### config.mk
export PLATFORM = sky130hd
export DESIGN_NAME = decimal_text_to_fixed
export DESIGN_NICKNAME = d
export VERILOG_FILES = /design/src/design/dttf_pkg.sv /design/src/design/decimal_text_to_fixed.sv /design/src/design/dttf_front.sv /design/src/design/dttf_queue.sv /design/src/design/dttf_back.sv
export SDC_FILE = /design/constraint.sdc
export NUM_CORES = 1
export LEC_CHECK = 0
export BUFFER_PORTS_ARGS = -buffer_cell sky130_fd_sc_hd__buf_2
export CORE_ASPECT_RATIO = 0.75
export CORE_MARGIN = 4
export CORE_UTILIZATION = 30
export CTS_BUF_LIST = sky130_fd_sc_hd__clkbuf_8
export DETAILED_ROUTE_END_ITERATION = 16
export GPL_ROUTABILITY_DRIVEN = 0
export HOLD_SLACK_MARGIN = 0.12
export PLACE_DENSITY = 0.53
export SLEW_MARGIN = 20
export SYNTH_ARGS = -nofsm -noshare
export SYNTH_HDL_FRONTEND = slang
export SYNTH_SLANG_ARGS = --single-unit
### constraint.sdc
create_clock -name clk -period 7.9 [get_ports clk]
set_clock_uncertainty 0.1 [all_clocks]
set_input_delay 0.79 -clock clk [delete_from_list [all_inputs] [get_ports clk]]
set_output_delay 0.79 -clock clk [all_outputs]
set_load 0.1 [all_outputs]
### src/design/dttf_pkg.sv
// shared types, token and status codes and the fraction table for the decimal parser
package dttf_pkg;

    localparam int QUEUE_DEPTH = 2;

    localparam logic [2:0] KIND_BLANK = 3'd0;
    localparam logic [2:0] KIND_PLUS  = 3'd1;
    localparam logic [2:0] KIND_MINUS = 3'd2;
    localparam logic [2:0] KIND_DIGIT = 3'd3;
    localparam logic [2:0] KIND_POINT = 3'd4;
    localparam logic [2:0] KIND_OTHER = 3'd5;
    localparam logic [2:0] KIND_END   = 3'd6;

    localparam logic [1:0] PH_BLANK = 2'd0;
    localparam logic [1:0] PH_INT   = 2'd1;
    localparam logic [1:0] PH_FRAC  = 2'd2;
    localparam logic [1:0] PH_BAD   = 2'd3;

    localparam logic [1:0] ST_OK  = 2'd0;
    localparam logic [1:0] ST_BAD = 2'd1;
    localparam logic [1:0] ST_SAT = 2'd2;

    typedef struct packed {
        logic [2:0] kind;
        logic [3:0] digit;
    } token_t;

    // 10^-(idx+1) in unsigned q0.32, rounded to nearest
    function automatic logic [31:0] tenth_pow(input logic [3:0] idx);
        logic [31:0] r;
        begin
            unique case (idx)
                4'd0:    r = 32'd429496730;
                4'd1:    r = 32'd42949673;
                4'd2:    r = 32'd4294967;
                4'd3:    r = 32'd429497;
                4'd4:    r = 32'd42950;
                4'd5:    r = 32'd4295;
                4'd6:    r = 32'd429;
                4'd7:    r = 32'd43;
                4'd8:    r = 32'd4;
                default: r = 32'd0;
            endcase
            return r;
        end
    endfunction

endpackage

### src/design/decimal_text_to_fixed.sv
// top level of the ascii decimal to signed fixed point parser
// Takes one text byte per beat and returns one signed Q(INT_BITS).(FRAC_BITS) value with a
// status (ok, bad character, saturated) for every zero byte. A new byte is taken every cycle
// while the token queue is not full; the rate is set by the parser's one-token-per-cycle
// state update. A classifier tags each byte and writes it into a two-entry token queue, so
// bytes keep flowing while a result waits in the output register. A zero byte's token is
// queued, then its result is registered. Fraction digits beyond FRAC_DIGITS are ignored.
module decimal_text_to_fixed #(
    parameter int INT_BITS    = 16,
    parameter int FRAC_BITS   = 16,
    parameter int FRAC_DIGITS = 9
) (
    input  logic               clk,
    input  logic               rst_n,
    input  logic               in_valid,
    output logic               in_stall,
    input  logic [7:0]         char_code,
    output logic               out_valid,
    input  logic               out_stall,
    output logic signed [31:0] fixed_value,
    output logic [1:0]         status
);
    import dttf_pkg::*;

    token_t front_token;
    token_t head_token;
    logic   queue_full;
    logic   head_valid;
    logic   pop;

    assign in_stall = queue_full;

    dttf_front u_front (
        .char_code (char_code),
        .token     (front_token)
    );

    dttf_queue u_queue (
        .clk        (clk),
        .rst_n      (rst_n),
        .push       (in_valid),
        .push_token (front_token),
        .full       (queue_full),
        .pop        (pop),
        .head_valid (head_valid),
        .head_token (head_token)
    );

    dttf_back #(
        .INT_BITS    (INT_BITS),
        .FRAC_BITS   (FRAC_BITS),
        .FRAC_DIGITS (FRAC_DIGITS)
    ) u_back (
        .clk         (clk),
        .rst_n       (rst_n),
        .head_valid  (head_valid),
        .head_token  (head_token),
        .pop         (pop),
        .out_valid   (out_valid),
        .out_stall   (out_stall),
        .fixed_value (fixed_value),
        .status      (status)
    );

endmodule

### src/design/dttf_front.sv
// character classifier that turns each text byte into a parser token
module dttf_front (
    input  logic [7:0]      char_code,
    output dttf_pkg::token_t token
);
    import dttf_pkg::*;

    always_comb
    begin
        token.digit = char_code[3:0];
        priority if (char_code == 8'h00)
        begin
            token.kind = KIND_END;
        end
        else if (char_code == 8'h20 || char_code == 8'h09)
        begin
            token.kind = KIND_BLANK;
        end
        else if (char_code == 8'h2B)
        begin
            token.kind = KIND_PLUS;
        end
        else if (char_code == 8'h2D)
        begin
            token.kind = KIND_MINUS;
        end
        else if (char_code == 8'h2E)
        begin
            token.kind = KIND_POINT;
        end
        else if (char_code >= 8'h30 && char_code <= 8'h39)
        begin
            token.kind = KIND_DIGIT;
        end
        else
        begin
            token.kind = KIND_OTHER;
        end
    end

endmodule

### src/design/dttf_queue.sv
// short token queue between the classifier and the parser
module dttf_queue (
    input  logic             clk,
    input  logic             rst_n,
    input  logic             push,
    input  dttf_pkg::token_t push_token,
    output logic             full,
    input  logic             pop,
    output logic             head_valid,
    output dttf_pkg::token_t head_token
);
    import dttf_pkg::*;

    localparam int PTR_W = (QUEUE_DEPTH > 1) ? $clog2(QUEUE_DEPTH) : 1;
    localparam int CNT_W = $clog2(QUEUE_DEPTH + 1);

    token_t             slot_reg [QUEUE_DEPTH];
    logic [PTR_W-1:0]   wr_ptr_reg;
    logic [PTR_W-1:0]   wr_ptr_next;
    logic [PTR_W-1:0]   rd_ptr_reg;
    logic [PTR_W-1:0]   rd_ptr_next;
    logic [CNT_W-1:0]   count_reg;
    logic [CNT_W-1:0]   count_next;
    logic               do_push;
    logic               do_pop;

    assign full       = (count_reg == CNT_W'(QUEUE_DEPTH));
    assign head_valid = (count_reg != '0);
    assign head_token = slot_reg[rd_ptr_reg];
    assign do_push    = push && !full;
    assign do_pop     = pop && head_valid;

    always_comb
    begin
        wr_ptr_next = wr_ptr_reg;
        rd_ptr_next = rd_ptr_reg;
        count_next  = count_reg;
        if (do_push)
        begin
            wr_ptr_next = (wr_ptr_reg == PTR_W'(QUEUE_DEPTH - 1)) ? '0 : wr_ptr_reg + 1'b1;
        end
        if (do_pop)
        begin
            rd_ptr_next = (rd_ptr_reg == PTR_W'(QUEUE_DEPTH - 1)) ? '0 : rd_ptr_reg + 1'b1;
        end
        if (do_push && !do_pop)
        begin
            count_next = count_reg + 1'b1;
        end
        else if (do_pop && !do_push)
        begin
            count_next = count_reg - 1'b1;
        end
    end

    always_ff @(posedge clk or negedge rst_n)
    begin
        if (!rst_n)
        begin
            wr_ptr_reg <= '0;
            rd_ptr_reg <= '0;
            count_reg  <= '0;
        end
        else
        begin
            wr_ptr_reg <= wr_ptr_next;
            rd_ptr_reg <= rd_ptr_next;
            count_reg  <= count_next;
        end
    end

    always_ff @(posedge clk)
    begin
        if (do_push)
        begin
            slot_reg[wr_ptr_reg] <= push_token;
        end
    end

endmodule

### src/design/dttf_back.sv
// parser state, digit accumulators, result formatting and output register
module dttf_back #(
    parameter int INT_BITS    = 16,
    parameter int FRAC_BITS   = 16,
    parameter int FRAC_DIGITS = 9
) (
    input  logic               clk,
    input  logic               rst_n,
    input  logic               head_valid,
    input  dttf_pkg::token_t   head_token,
    output logic               pop,
    output logic               out_valid,
    input  logic               out_stall,
    output logic signed [31:0] fixed_value,
    output logic [1:0]         status
);
    import dttf_pkg::*;

    localparam int IW    = INT_BITS - 1;
    localparam int MAG_W = INT_BITS + FRAC_BITS;

    logic [1:0]        phase_reg;
    logic [1:0]        phase_next;
    logic              neg_reg;
    logic              neg_next;
    logic [IW-1:0]     int_reg;
    logic [IW-1:0]     int_next;
    logic [31:0]       frac_reg;
    logic [31:0]       frac_next;
    logic [3:0]        pos_reg;
    logic [3:0]        pos_next;
    logic              sat_reg;
    logic              sat_next;

    logic              out_valid_reg;
    logic              out_valid_next;
    logic [31:0]       value_reg;
    logic [31:0]       value_next;
    logic [1:0]        status_reg;
    logic [1:0]        status_next;

    logic              out_ready;
    logic              is_end;
    logic              take;
    logic [IW+3:0]     int_sum;
    logic              int_over;
    logic [35:0]       frac_sum;
    logic [MAG_W-1:0]  mag;
    logic [63:0]       mag_wide;
    logic [31:0]       mag_clamped;
    logic              clamp;

    assign out_ready   = !out_valid_reg || !out_stall;
    assign is_end      = (head_token.kind == KIND_END);
    assign pop         = head_valid && (!is_end || out_ready);
    assign take        = pop;
    assign out_valid   = out_valid_reg;
    assign fixed_value = value_reg;
    assign status      = status_reg;

    // integer digit: acc * 10 + d, saturating
    assign int_sum  = {int_reg, 3'b000} + {2'b00, int_reg, 1'b0} + (IW+4)'(head_token.digit);
    assign int_over = (int_sum > (IW+4)'({IW{1'b1}}));

    // fraction digit: acc + d * 10^-k, saturating
    assign frac_sum = {4'b0000, frac_reg} + (36'(head_token.digit) * 36'(tenth_pow(pos_reg)));

    // magnitude before the output clamp
    always_comb
    begin
        if (sat_reg)
        begin
            mag = (MAG_W'(1) << (MAG_W - 1)) - MAG_W'(!neg_reg);
        end
        else
        begin
            mag = MAG_W'({int_reg, {FRAC_BITS{1'b0}}}) | MAG_W'(frac_reg >> (32 - FRAC_BITS));
        end
        mag_wide = 64'(mag);
        if (neg_reg)
        begin
            clamp       = (mag_wide > 64'h0000_0000_8000_0000);
            mag_clamped = clamp ? 32'h8000_0000 : mag_wide[31:0];
        end
        else
        begin
            clamp       = (mag_wide > 64'h0000_0000_7FFF_FFFF);
            mag_clamped = clamp ? 32'h7FFF_FFFF : mag_wide[31:0];
        end
    end

    always_comb
    begin
        phase_next     = phase_reg;
        neg_next       = neg_reg;
        int_next       = int_reg;
        frac_next      = frac_reg;
        pos_next       = pos_reg;
        sat_next       = sat_reg;
        out_valid_next = out_valid_reg && out_stall;
        value_next     = value_reg;
        status_next    = status_reg;

        if (take)
        begin
            if (is_end)
            begin
                out_valid_next = 1'b1;
                if (phase_reg == PH_BAD)
                begin
                    value_next  = 32'd0;
                    status_next = ST_BAD;
                end
                else
                begin
                    value_next  = neg_reg ? 32'd0 - mag_clamped : mag_clamped;
                    status_next = (sat_reg || clamp) ? ST_SAT : ST_OK;
                end
                phase_next = PH_BLANK;
                neg_next   = 1'b0;
                int_next   = '0;
                frac_next  = '0;
                pos_next   = '0;
                sat_next   = 1'b0;
            end
            else
            begin
                unique case (phase_reg)
                    PH_BLANK:
                    begin
                        priority if (head_token.kind == KIND_BLANK)
                        begin
                            phase_next = PH_BLANK;
                        end
                        else if (head_token.kind == KIND_PLUS || head_token.kind == KIND_MINUS)
                        begin
                            neg_next   = (head_token.kind == KIND_MINUS);
                            phase_next = PH_INT;
                        end
                        else if (head_token.kind == KIND_DIGIT)
                        begin
                            int_next   = int_over ? {IW{1'b1}} : int_sum[IW-1:0];
                            sat_next   = sat_reg || int_over;
                            phase_next = PH_INT;
                        end
                        else if (head_token.kind == KIND_POINT)
                        begin
                            phase_next = PH_FRAC;
                        end
                        else
                        begin
                            phase_next = PH_BAD;
                        end
                    end
                    PH_INT:
                    begin
                        priority if (head_token.kind == KIND_DIGIT)
                        begin
                            int_next = int_over ? {IW{1'b1}} : int_sum[IW-1:0];
                            sat_next = sat_reg || int_over;
                        end
                        else if (head_token.kind == KIND_POINT)
                        begin
                            phase_next = PH_FRAC;
                        end
                        else
                        begin
                            phase_next = PH_BAD;
                        end
                    end
                    PH_FRAC:
                    begin
                        if (head_token.kind == KIND_DIGIT)
                        begin
                            if (pos_reg < 4'(FRAC_DIGITS))
                            begin
                                frac_next = (frac_sum[35:32] != 4'd0) ? 32'hFFFF_FFFF
                                                                      : frac_sum[31:0];
                                pos_next  = pos_reg + 4'd1;
                            end
                        end
                        else
                        begin
                            phase_next = PH_BAD;
                        end
                    end
                    default:
                    begin
                        phase_next = PH_BAD;
                    end
                endcase
            end
        end
    end

    always_ff @(posedge clk or negedge rst_n)
    begin
        if (!rst_n)
        begin
            phase_reg     <= PH_BLANK;
            neg_reg       <= 1'b0;
            int_reg       <= '0;
            frac_reg      <= '0;
            pos_reg       <= '0;
            sat_reg       <= 1'b0;
            out_valid_reg <= 1'b0;
        end
        else
        begin
            phase_reg     <= phase_next;
            neg_reg       <= neg_next;
            int_reg       <= int_next;
            frac_reg      <= frac_next;
            pos_reg       <= pos_next;
            sat_reg       <= sat_next;
            out_valid_reg <= out_valid_next;
        end
    end

    always_ff @(posedge clk)
    begin
        value_reg  <= value_next;
        status_reg <= status_next;
    end

endmodule

# == Word level (Yosys, flattened, before mapping) ==
# Memories as Yosys holds them, arrays and structs flattened.
# Index checks and enable logic that the tools add are counted.
# totals
reg_bits,94
latchBits,0
ram_bits,14
romBits,432
mem_count,2
# memory_table
memory,depth,width,read_ports,rd_clocked_by_memory_dff,write_ports,line_no,text
(name not given),16,27,1,0,0,dttf_pkg.sv:32,unique case (idx)
u_queue.slot_reg,2,7,1,0,1,dttf_queue.sv:17,token_t slot_reg [QUEUE_DEPTH];
# classes
addsub,10
mul,1
div_mod_pow,0
n_lt_le_gt_ge,6
eq_ne,19
shifts,0
n_mux,53
bitwise,1
reduce_logical,37
# ops
op,n
two-way mux 32 bit,10
two-way mux 15 bit,5
adder 32 x 36 -> 36 bit,1
multiplier 4 x 32 -> 36 bit,1
== test 8 x 6 -> 1 bit (second input constant),4
greater-than comparator 32 x 31 -> 1 bit (second input constant),1
greater-than comparator 32 bit (second input constant),1
subtractor 1 x 32 -> 32 bit (first input constant),1
subtractor 32 x 1 -> 32 bit (first input constant),1
bitwise OR 31 x 16 -> 31 bit,1
one-hot mux 15 bit (2 select lines),1
adder 18 x 16 -> 19 bit,1
adder 19 x 4 -> 19 bit,1
greater-than comparator 19 x 15 -> 1 bit (second input constant),1
two-way mux 2 bit,9
two-way mux 3 bit,6
two-way mux 1 bit,16
two-way mux 4 bit,4
nonzero test 2 bit,7
inequality test 3 x 2 -> 1 bit (second input constant),4
AND reduction 4 bit,3
== test 8 x 4 -> 1 bit (second input constant),1
>= comparator 8 x 6 -> 1 bit (second input constant),1
<= comparator 8 x 6 -> 1 bit (second input constant),1
other kinds (23),45

# == Depth between registers and ports, before layout ==
# Gate-level depths: netlist of run 1.
# logic_depth
word_depth,9
depth_mapped,23
depth_no_buf,21

# == Cells and area by module ==
# A second synthesis of run 1 with hierarchy kept.
# unflattened
hier_cells,1307
area_unflattened_um2,11292.1
# by_module_without_submodules
module,instances,cells_each,area_per_inst_um2,seq_area_each_um2
dttf_back,1,1240,10378.7,2422.3
dttf_queue,1,41,711.9,520.5
dttf_front,1,26,201.4,0.0

# == Worst setup path after synthesis of run 1 ==
# Ideal clock, no wire load.
# synth_timing
path_type,register to register
start,register u_back.pos_reg[1]
end,register u_back.frac_reg[15]
arrival_ns,5.043
required_time_ns,7.631
setup_slack_ns,2.587
path_stages_with_launch,22
synth_period_minus_slack_ns,5.313
path_cell_list,dfrtp_1 -> clkbuf_1 -> inv_1 -> ha_1 -> nand3_1 -> nor2_1 -> or2_2 -> fa_1 -> fa_1 -> inv_1 -> fa_1 -> inv_1 -> ha_1 -> a21oi_1 -> o21ai_0 -> a22o_1 -> a21oi_2 -> o211ai_2 -> or3_4 -> a21oi_2 -> buf_4 -> a221oi_1
# synth_between
elab_chain_len,9
# synth_lines
element,line_no,text
from (decl),dttf_back.sv:30,logic [3:0] pos_reg;
from (signal assigned),dttf_back.sv:214,pos_reg <= pos_next;
memory (16 x 27 bit),--,
multiplier 4 x 32 -> 36 bit,dttf_back.sv:66,"assign frac_sum = {4'b0000, frac_reg} + (36'(head_token.digit) * 36'(tenth_pow(pos_reg)));"
adder 32 x 36 -> 36 bit,dttf_back.sv:66,
nonzero test 4 bit,dttf_back.sv:177,frac_next = (frac_sum[35:32] != 4'd0) ? 32'hFFFF_FFFF
two-way mux 32 bit,dttf_back.sv:177,
two-way mux 32 bit,dttf_back.sv:175,if (pos_reg < 4'(FRAC_DIGITS))
two-way mux 32 bit,dttf_back.sv:173,if (head_token.kind == KIND_DIGIT)
two-way mux 32 bit,dttf_back.sv:128,unique case (phase_reg)
two-way mux 32 bit,dttf_back.sv:106,if (is_end)
to (signal assigned),dttf_back.sv:213,frac_reg <= frac_next;
to (decl),dttf_back.sv:28,logic [31:0] frac_reg;
# Parallel ways exist; a longest one is shown, timed or not. The select of a mux whose other input is x is not followed.
# A chain may end at the register's enable or synchronous reset.

# == Worst setup path after layout of run 1 ==
# layout_timing
start,register u_back.pos_reg[0]
end,register u_back.frac_reg[7]
# The elaborated chain is that of the path after synthesis.

==> flow_summary.ini, run 1 <==
[outcome]
status = completed

[clock_tree]
cts-resized-gates = 0
clock_sinks = 108
cts_buffer_depth = 2
cts_hold_buf = 0
cts_root_buf = clkbuf_8
tritoncts = done
h-tree-depth = 3
post_cts_buffers = 0
cts_buffers = 9
clkLatencyLatePin_ns = 0.45
cts.clk_slew.worst_paths_ns = 0.11

[timing]
finalSetupTns_ns = 0
rsz0062_at_grt = false
fmax_ghz = 0.146
slew_violations = 0
hold_viol = 0
setup_viol = 0
period_share = 0.868
min_period_ns = 6.86
tightest_slew_ns = 1.06
relSlewSlack = 0.287

[global_routing]
grt-ovfl-total = 0
grt_pass1_wl_um = 49400
grt_max_degree = 61
grt_pass1_vias = 8786
grt_usage = 0.156
antenna_found_initial = 0

[die]
die_w_um = 228
core_area_um2 = 35900
dieArea_um2 = 39500
start_util = 0.304
rows = 60
ios = 48
die_h_um = 173

[route]
drc = 0
vias = 8950
drtAntennaViolNets = 0
wl_per_cell_um = 17.7
drt_pass1_iterations = 5
drt_iter0_markers = 751
wl_um = 30300
avgViaCountPerCell = 5.22

[place]
place_inst = 1697
io_buffer_count = 47
dp_hpwl_um = 23500

[flow_run]
drv_cap = 0

[worst_setup_path]
worst_ep_required_time_ns = 8.10
startpoint_type = register
worstPathArrival_ns = 7.06
critPathCaptureType = register
crit_type = register to register
crit_path_max_fanout = 12

[logic_synthesis]
netlist.area_leader.share = 0.143
synthDistinctLibCells = 85
synth_fp_nets = 1395
async_flop_share = 0.556
synth_top_family_by_area = adder cells
synth_top_flop_cell = dfrtp_1
synthTopCellsByArea = fa_1 14%, dfrtp_1 14%, edfxtp_1 13%
synth_area_um2 = 10900
yosys_warnings = 0
synth_top_cell_by_area = fa_1
synth_xor_area_frac = 0.0345
synth.yosys.seq_area_share = 0.270
synth_cells = 1217
yosys.area_share.adder = 0.244
ys_ff_latch = 108
synth.area.mux_share = 0.0240
synth_edf_count = 48
synth-compound-area-share = 0.194
synth-simple-area-share = 0.155
synth.avg_cell_area_um2 = 8.97

[final_layout]
stdcell_count = 1713
num-nets-final = 1421
utilization = 0.329
syn2layout_area_growth_pct = 8.22
layout-drive-gt1-share = 0.0962
n_antenna_cell = 0

[worst_hold_path]
hold_path_class = register to register
-- cells in the final DEF (no fill, tap or decap), drive strengths merged, types with 18 or more instances in the layout --
cell type | Yosys | final
a21oi | 81 | 81
nor3 | 36 | 36
nor2 | 132 | 132
mux2i | 20 | 20
buf | 17 | 61
dfrtp | 60 | 60
a31oi | 25 | 25
a221oi | 18 | 18
a21o | 20 | 20
edfxtp | 48 | 48
xnor2 | 18 | 18
nand3 | 23 | 23
nand2 | 60 | 60
xor2 | 25 | 25
inv | 171 | 175
fa | 78 | 78
ha | 88 | 88
o21ai | 61 | 61
-- path summary, 6_finish.rpt --
kind / startpoint / endpoint / slack, ns / cells past startpoint
setup reg to reg: u_back.pos_reg[0] / u_back.frac_reg[7] / 1.04 / 19
hold reg to reg: u_queue.wr_ptr_reg / u_queue.wr_ptr_reg / 0.40 / 1
hold / removal: u_queue.wr_ptr_reg / u_queue.wr_ptr_reg / 0.40 / 1
setup / recovery: u_back.pos_reg[0] / u_back.frac_reg[7] / 1.04 / 19
min in group asynchronous: rst_n / u_back.frac_reg[2] / 0.45 / 2
max in group asynchronous: rst_n / u_back.int_reg[12] / 6.68 / 2
-- metrics by stage --
step | area, um^2 | hold WS (ns) | setup slack (ns)
floorplan | 10900 | 0.361 | 2.59
global placement | 11600 | 0.379 | 1.26
detailed placement | 11600 | 0.385 | 1.13
CTS | 11800 | 0.407 | 1.10
global route | 11800 | 0.446 | 0.618
finish | 11800 | 0.402 | 1.04
-- layout make-up --
| class | count | area, um^2 |
|---|---|---|
| clock buffers | 9 | 124 |
| clock inverters | 7 | 52.6 |
| well taps | 465 | 582 |
| multi-input cells | 890 | 7120 |
| fillers | 3758 | 24100 |
| inverters | 173 | 649 |
| flip-flops and latches | 108 | 2940 |
| repair buffers | 61 | 340 |
-- per-layer routing --
metal  wire length (um)  global-route usage
met2              12400               0.221
met1              15500               0.241
met3               2080              0.0349
met4                335              0.0337
met5                  0                   0
-- synthesized netlist by cell type (17+ instances only) --
library cell,n
mux2i_1,19
a21o_1,20
xnor2_1,18
nand3_1,23
a221oi_1,18
nand2_1,58
a21oi_1,76
dfrtp_1,60
fa_1,78
o21ai_0,57
inv_1,171
nor4_1,17
o22a_1,17
a31oi_1,25
clkbuf_1,29
nor2_1,132
nor3_1,33
xor2_1,25
ha_1,88
edfxtp_1,48
-- cell families (layout without fill, tap and decap cells) --
kind of cell	after synthesis	after routing
flip-flops	108	108
XOR/XNOR	43	43
AO/OA/AOI/OAI	309	309
AND/OR/NAND/NOR	348	348
multiplexers	24	24
buffers and inverters	219	250
adder cells (fa/ha/maj)	166	166
-- worst max-delay path: stages (launching register included) --
cell,delay (ns)
dfrtp_1,0.48
clkinv_1,0.34
ha_1,0.42
o31ai_1,0.50
nor2_1,0.13
fa_1,0.53
fa_1,0.54
inv_1,0.05
fa_1,0.50
inv_1,0.04
ha_1,0.34
o211ai_1,0.23
a211oi_1,0.09
o21ai_0,0.46
a21oi_1,0.22
o21ai_1,0.43
o2111ai_2,0.25
a21oi_2,0.59
buf_4,0.34
a221oi_1,0.12
Power of run 1 is not shown: default switching activity piles up to over one toggle a cycle in this logic, so the estimate is an artifact.
==> inputs of run 2 (changes only) <==
--- a/config.mk
+++ b/config.mk
@@ -13,7 +13,7 @@
 export DETAILED_ROUTE_END_ITERATION = 16
 export GPL_ROUTABILITY_DRIVEN = 0
 export HOLD_SLACK_MARGIN = 0.12
-export PLACE_DENSITY = 0.53
+export PLACE_DENSITY = 0.54
 export SLEW_MARGIN = 20
 export SYNTH_ARGS = -nofsm -noshare
 export SYNTH_HDL_FRONTEND = slang
==> constraint.sdc (replaced) <==
create_clock -name clk -period 5.6 [get_ports clk]
set_clock_uncertainty 0.1 [all_clocks]
set_input_delay 0.56 -clock clk [delete_from_list [all_inputs] [get_ports clk]]
set_output_delay 0.56 -clock clk [all_outputs]
set_load 0.1 [all_outputs]
==> run 2 against run 1 <==
Setup slack got worse by 0.88 ns. Non-clock buffer count grew 62. Fmax rose by 26%. Hold slack worse by 0.22 ns. Via count is 3.2% higher. Design area grew 4.9%. Core utilization increased by 1.6 points. First-iteration DRC count increased by 14%. Critical path type unchanged. Largest cell class unchanged. Highest routed layer unchanged.
==> flow_summary.ini, run 2 (synthesis gave the netlist of run 1 again) <==
[die]
start_util = 0.304
rows = 60
die_w_um = 228
core_area_um2 = 35900
dieArea_um2 = 39500
ios = 48
die_h_um = 173

[route]
drt_iter0_markers = 853
drt_pass1_iterations = 5
drtAntennaViolNets = 0
avgViaCountPerCell = 5.20
wl_per_cell_um = 17.2
wl_um = 30500
drc = 0
vias = 9234

[worst_setup_path]
crit_path_top_delay_cell = fa_1
crit_chain = clkinvlp_4, buf_4, ha_1, or3_1, fa_1, fa_1, fa_1, inv_1, ha_1, o211ai_1, o21ai_2, o21a_2, or4_4, a311o_1, a21oi_2, xnor2_1, o221a_1
r2r_start = u_back.pos_reg[0]
r2r_end = u_back.frac_reg[18]
ff2ff_setup_slack_ns = 0.16
startpoint_type = register
critPathCaptureType = register
cp_common_cell = fa_1
crit_path_max_incr_delay_ns = 0.54
critPathBufInv = 3
worst_ep_required_time_ns = 5.90
path_delay_family = adder cells
crit_path_max_fanout = 7
cp_num_cells = 17
rr_worst_depth = 17
crit_type = register to register
worstPathArrival_ns = 5.73

[clock_tree]
cts_buffer_depth = 2
cts_root_buf = clkbuf_8
tritoncts = done
clkLatencyLatePin_ns = 0.45
cts_buffers = 9
cts.clk_slew.worst_paths_ns = 0.13
h-tree-depth = 3
clock_sinks = 108

[timing]
rsz0062_at_grt = true
min_period_ns = 5.44
fmax_ghz = 0.184
holdWs_ns = 0.179
tightest_slew_ns = 0.873
relSlewSlack = 0.418
hold_viol = 0
slew_violations = 0
setup_viol = 0
period_share = 0.971

[global_routing]
grt_max_degree = 61
grt_pass1_wl_um = 49400
grt_usage = 0.155
antenna_found_initial = 1
grt-ovfl-total = 0
grt_pass1_vias = 8949

[final_layout]
fill_cells = 3752
syn2layout_area_growth_pct = 13.5
final_common_cell = inv_1
layout-drive-gt1-share = 0.157
layout_common_cells = 169 x inv_1, 131 x nor2_1, 86 x ha_1
num-nets-final = 1483
n_antenna_cell = 0

[place]
dp_hpwl_um = 23500
io_buffer_count = 47

[flow_run]
drv_cap = 0

[outcome]
status = completed

[worst_hold_path]
hold_path_class = primary input to asynchronous set/reset pin
run 2: cell count changes in the layout (fill, tap and decap cells not counted), sizes merged:
cell    before  now
clkbuf       9   10
inv        175  173
buf         61  123
clkinv       4    5
run 2: per-layer routing:
metal / up-vias / routed length [um] / GRT usage
li1: 4455 / - / -
met4: 0 / 388 / 0.0306
met2: 242 / 12200 / 0.215
met5: - / 0 / 0
met1: 4512 / 15900 / 0.245
met3: 25 / 1940 / 0.0346
run 2: cell type report:
type	count	area [um^2]	share of cell area
Clock buffer	10	138	0.0111
Clock inverter	6	46.3	0.00374
Inverter	173	653	0.0527
Multi-Input combinational cell	890	7210	0.582
Sequential cell	108	2940	0.238
Tap cell	465	582	0.0470
Timing Repair Buffer	123	813	0.0657
run 2: how the worst max path moves through the flow:
stage	from	endpoint	slack, ns
6_report	u_back.pos_reg[0]	u_back.frac_reg[18]	0.16
4_1_cts	u_back.pos_reg[0]	u_back.frac_reg[31]	0.02
3_3_place_gp	u_back.pos_reg[0]	u_back.frac_reg[31]	-0.02
3_5_place_dp	u_back.pos_reg[0]	u_back.frac_reg[31]	-0.16
5_1_grt	u_back.pos_reg[0]	u_back.frac_reg[18]	-0.02
2_1_floorplan	u_back.pos_reg[1]	u_back.frac_reg[15]	0.29
run 2: timing repair:
item,4_1_cts,5_1_grt
setup buffers,0,1
resized for setup,3,26
pin swaps,0,1
hold buffers,0,0
endpoints found under the setup margin,31,31
run 2: stage by stage:
step	util	worst slack [ns]	setup TNS [ns]	instances	cell area [um^2]
2_1_floorplan	-	0.287	0	1217	10900
3_3_place_gp	0.337	-0.0175	-0.0378	1758	12100
3_5_place_dp	0.337	-0.162	-2.73	1758	12100
4_1_cts	0.342	0.0196	0	1774	12300
5_1_grt	0.345	-0.0212	-0.0311	1775	12400
6_report	0.345	0.163	0	1775	12400
Power of run 2 is left out for the same reason.
==> inputs of run 3 (changes only) <==
--- a/config.mk
+++ b/config.mk
@@ -6,14 +6,14 @@
 export NUM_CORES = 1
 export LEC_CHECK = 0
 export BUFFER_PORTS_ARGS = -buffer_cell sky130_fd_sc_hd__buf_2
+export CAP_MARGIN = 15
 export CORE_ASPECT_RATIO = 0.75
-export CORE_MARGIN = 4
-export CORE_UTILIZATION = 30
+export CORE_UTILIZATION = 40
 export CTS_BUF_LIST = sky130_fd_sc_hd__clkbuf_8
 export DETAILED_ROUTE_END_ITERATION = 16
 export GPL_ROUTABILITY_DRIVEN = 0
 export HOLD_SLACK_MARGIN = 0.12
-export PLACE_DENSITY = 0.54
+export PLACE_DENSITY = 0.66
 export SLEW_MARGIN = 20
 export SYNTH_ARGS = -nofsm -noshare
 export SYNTH_HDL_FRONTEND = slang
==> run 3 against run 2 <==
The flow now finishes with violations (DRC). Final cell count down 7.2%. Highest routed layer unchanged. Fmax down 0.15%. Die area down 29%. Sequential share of layout area up 0.22 points.
==> flow_summary.ini, run 3 (synthesis gave the netlist of run 1 again) <==
[worst_setup_path]
critPathBufInv = 3
path_delay_family = adder cells
cp_common_cell = fa_1
crit_path_max_fanout = 7
crit_chain = clkinvlp_4, buf_4, ha_1, or3_1, fa_1, fa_1, fa_1, inv_1, ha_1, o211ai_1, o21ai_2, o21a_2, or4_4, a311o_1, a21oi_2, xnor2_1, o221a_1
critPathCaptureType = register
startpoint_type = register
worst_ep_required_time_ns = 5.83
crit_type = register to register
crit_path_max_incr_delay_ns = 0.53
crit_path_top_delay_cell = fa_1
worstPathArrival_ns = 5.68

[clock_tree]
cts_buffer_depth = 2
clock_sinks = 108
cts_root_buf = clkbuf_8
h-tree-depth = 3
clkLatencyLatePin_ns = 0.43
cts_buffers = 9
cts.clk_slew.worst_paths_ns = 0.13
tritoncts = done

[global_routing]
grt_usage = 0.213
grt-ovfl-total = 0
grt_pass1_wl_um = 47100
antenna_found_initial = 0
grt_max_degree = 61
grt_pass1_vias = 8839

[final_layout]
layout-drive-gt1-share = 0.154
n_antenna_cell = 0
syn2layout_area_growth_pct = 12.5
layout_common_cells = 169 x inv_1, 130 x nor2_1, 85 x ha_1
final_common_cell = inv_1
utilization = 0.466
stdcell_count = 1648
num-nets-final = 1477

[timing]
fmax_ghz = 0.184
relSlewSlack = 0.424
min_period_ns = 5.45
period_share = 0.972
setup_viol = 0
hold_viol = 0
finalSetupTns_ns = 0
slew_violations = 0
rsz0062_at_grt = true
tightest_slew_ns = 0.863

[die]
dieArea_um2 = 27900
ios = 48
core_area_um2 = 26400
start_util = 0.414
die_w_um = 193
die_h_um = 145
rows = 51

[outcome]
violations = DRC
status = finished with violations

[route]
wl_per_cell_um = 17.5
drc = 6
wl_um = 28800
drtAntennaViolNets = 0
avgViaCountPerCell = 5.63
drt_pass1_iterations = 11
vias = 9273
drt_iter0_markers = 805

[flow_run]
drv_cap = 0

[worst_hold_path]
hold_path_class = primary input to asynchronous set/reset pin

[place]
dp_hpwl_um = 22200
place_inst = 1631
io_buffer_count = 47
[run 3: stage by stage]
stage          hold slack (ns)  cell area, um^2  setup WS [ns]
6_report                 0.194            12300          0.155
5_1_grt                  0.267            12300        -0.0322
3_3_place_gp             0.376            11900        0.00372
2_1_floorplan            0.164            10900          0.287
4_1_cts                  0.237            12100         0.0504
3_5_place_dp             0.383            11900         -0.109
[run 3: per-layer routing]
metal	up-vias	routed length (um)	track usage
li1	4440	-	-
met1	4480	14100	0.326
met2	328	12100	0.306
met3	25	2230	0.0452
met4	0	346	0.0425
met5	-	0	0
[run 3: final timing paths]
path | startpoint | end | slack [ns] | cells after the start
setup / recovery | u_back.pos_reg[0] | u_back.frac_reg[18] | 0.15 | 17
hold / removal | rst_n | u_back.frac_reg[8] | 0.19 | 2
setup reg to reg | u_back.pos_reg[0] | u_back.frac_reg[18] | 0.15 | 17
hold reg to reg | u_queue.wr_ptr_reg | u_queue.wr_ptr_reg | 0.39 | 1
max in group asynchronous | rst_n | u_queue.rd_ptr_reg | 4.57 | 2
min in group clk | char_code[1] | u_queue.slot_reg[1][1] | 0.30 | 1
[run 3: worst register-to-register path: cells and delay by family, from the launching register on]
family	cells	cell delay [ns]
buffers and inverters	3	0.41
AND/OR/NAND/NOR	2	0.92
adder cells (fa/ha/maj)	5	2.12
AO/OA/AOI/OAI	6	1.32
XOR/XNOR	1	0.07
flip-flops	1	0.42
[run 3: final cells by class]
type | count | area [um^2]
Clock inverter | 6 | 80.1
Multi-Input combinational cell | 890 | 7230
Sequential cell | 108 | 2940
Clock buffer | 10 | 138
Inverter | 173 | 653
Tap cell | 344 | 430
Fill cell | 2516 | 14100
Timing Repair Buffer | 117 | 793
[run 3: repair_timing]
item,in CTS,in global routing
cloned,0,0
pin swaps,0,1
gates resized for setup,2,33
setup buffers,0,1
hold buffers,0,0
setup endpoints to repair,31,32
Power of run 3 is left out for the same reason.
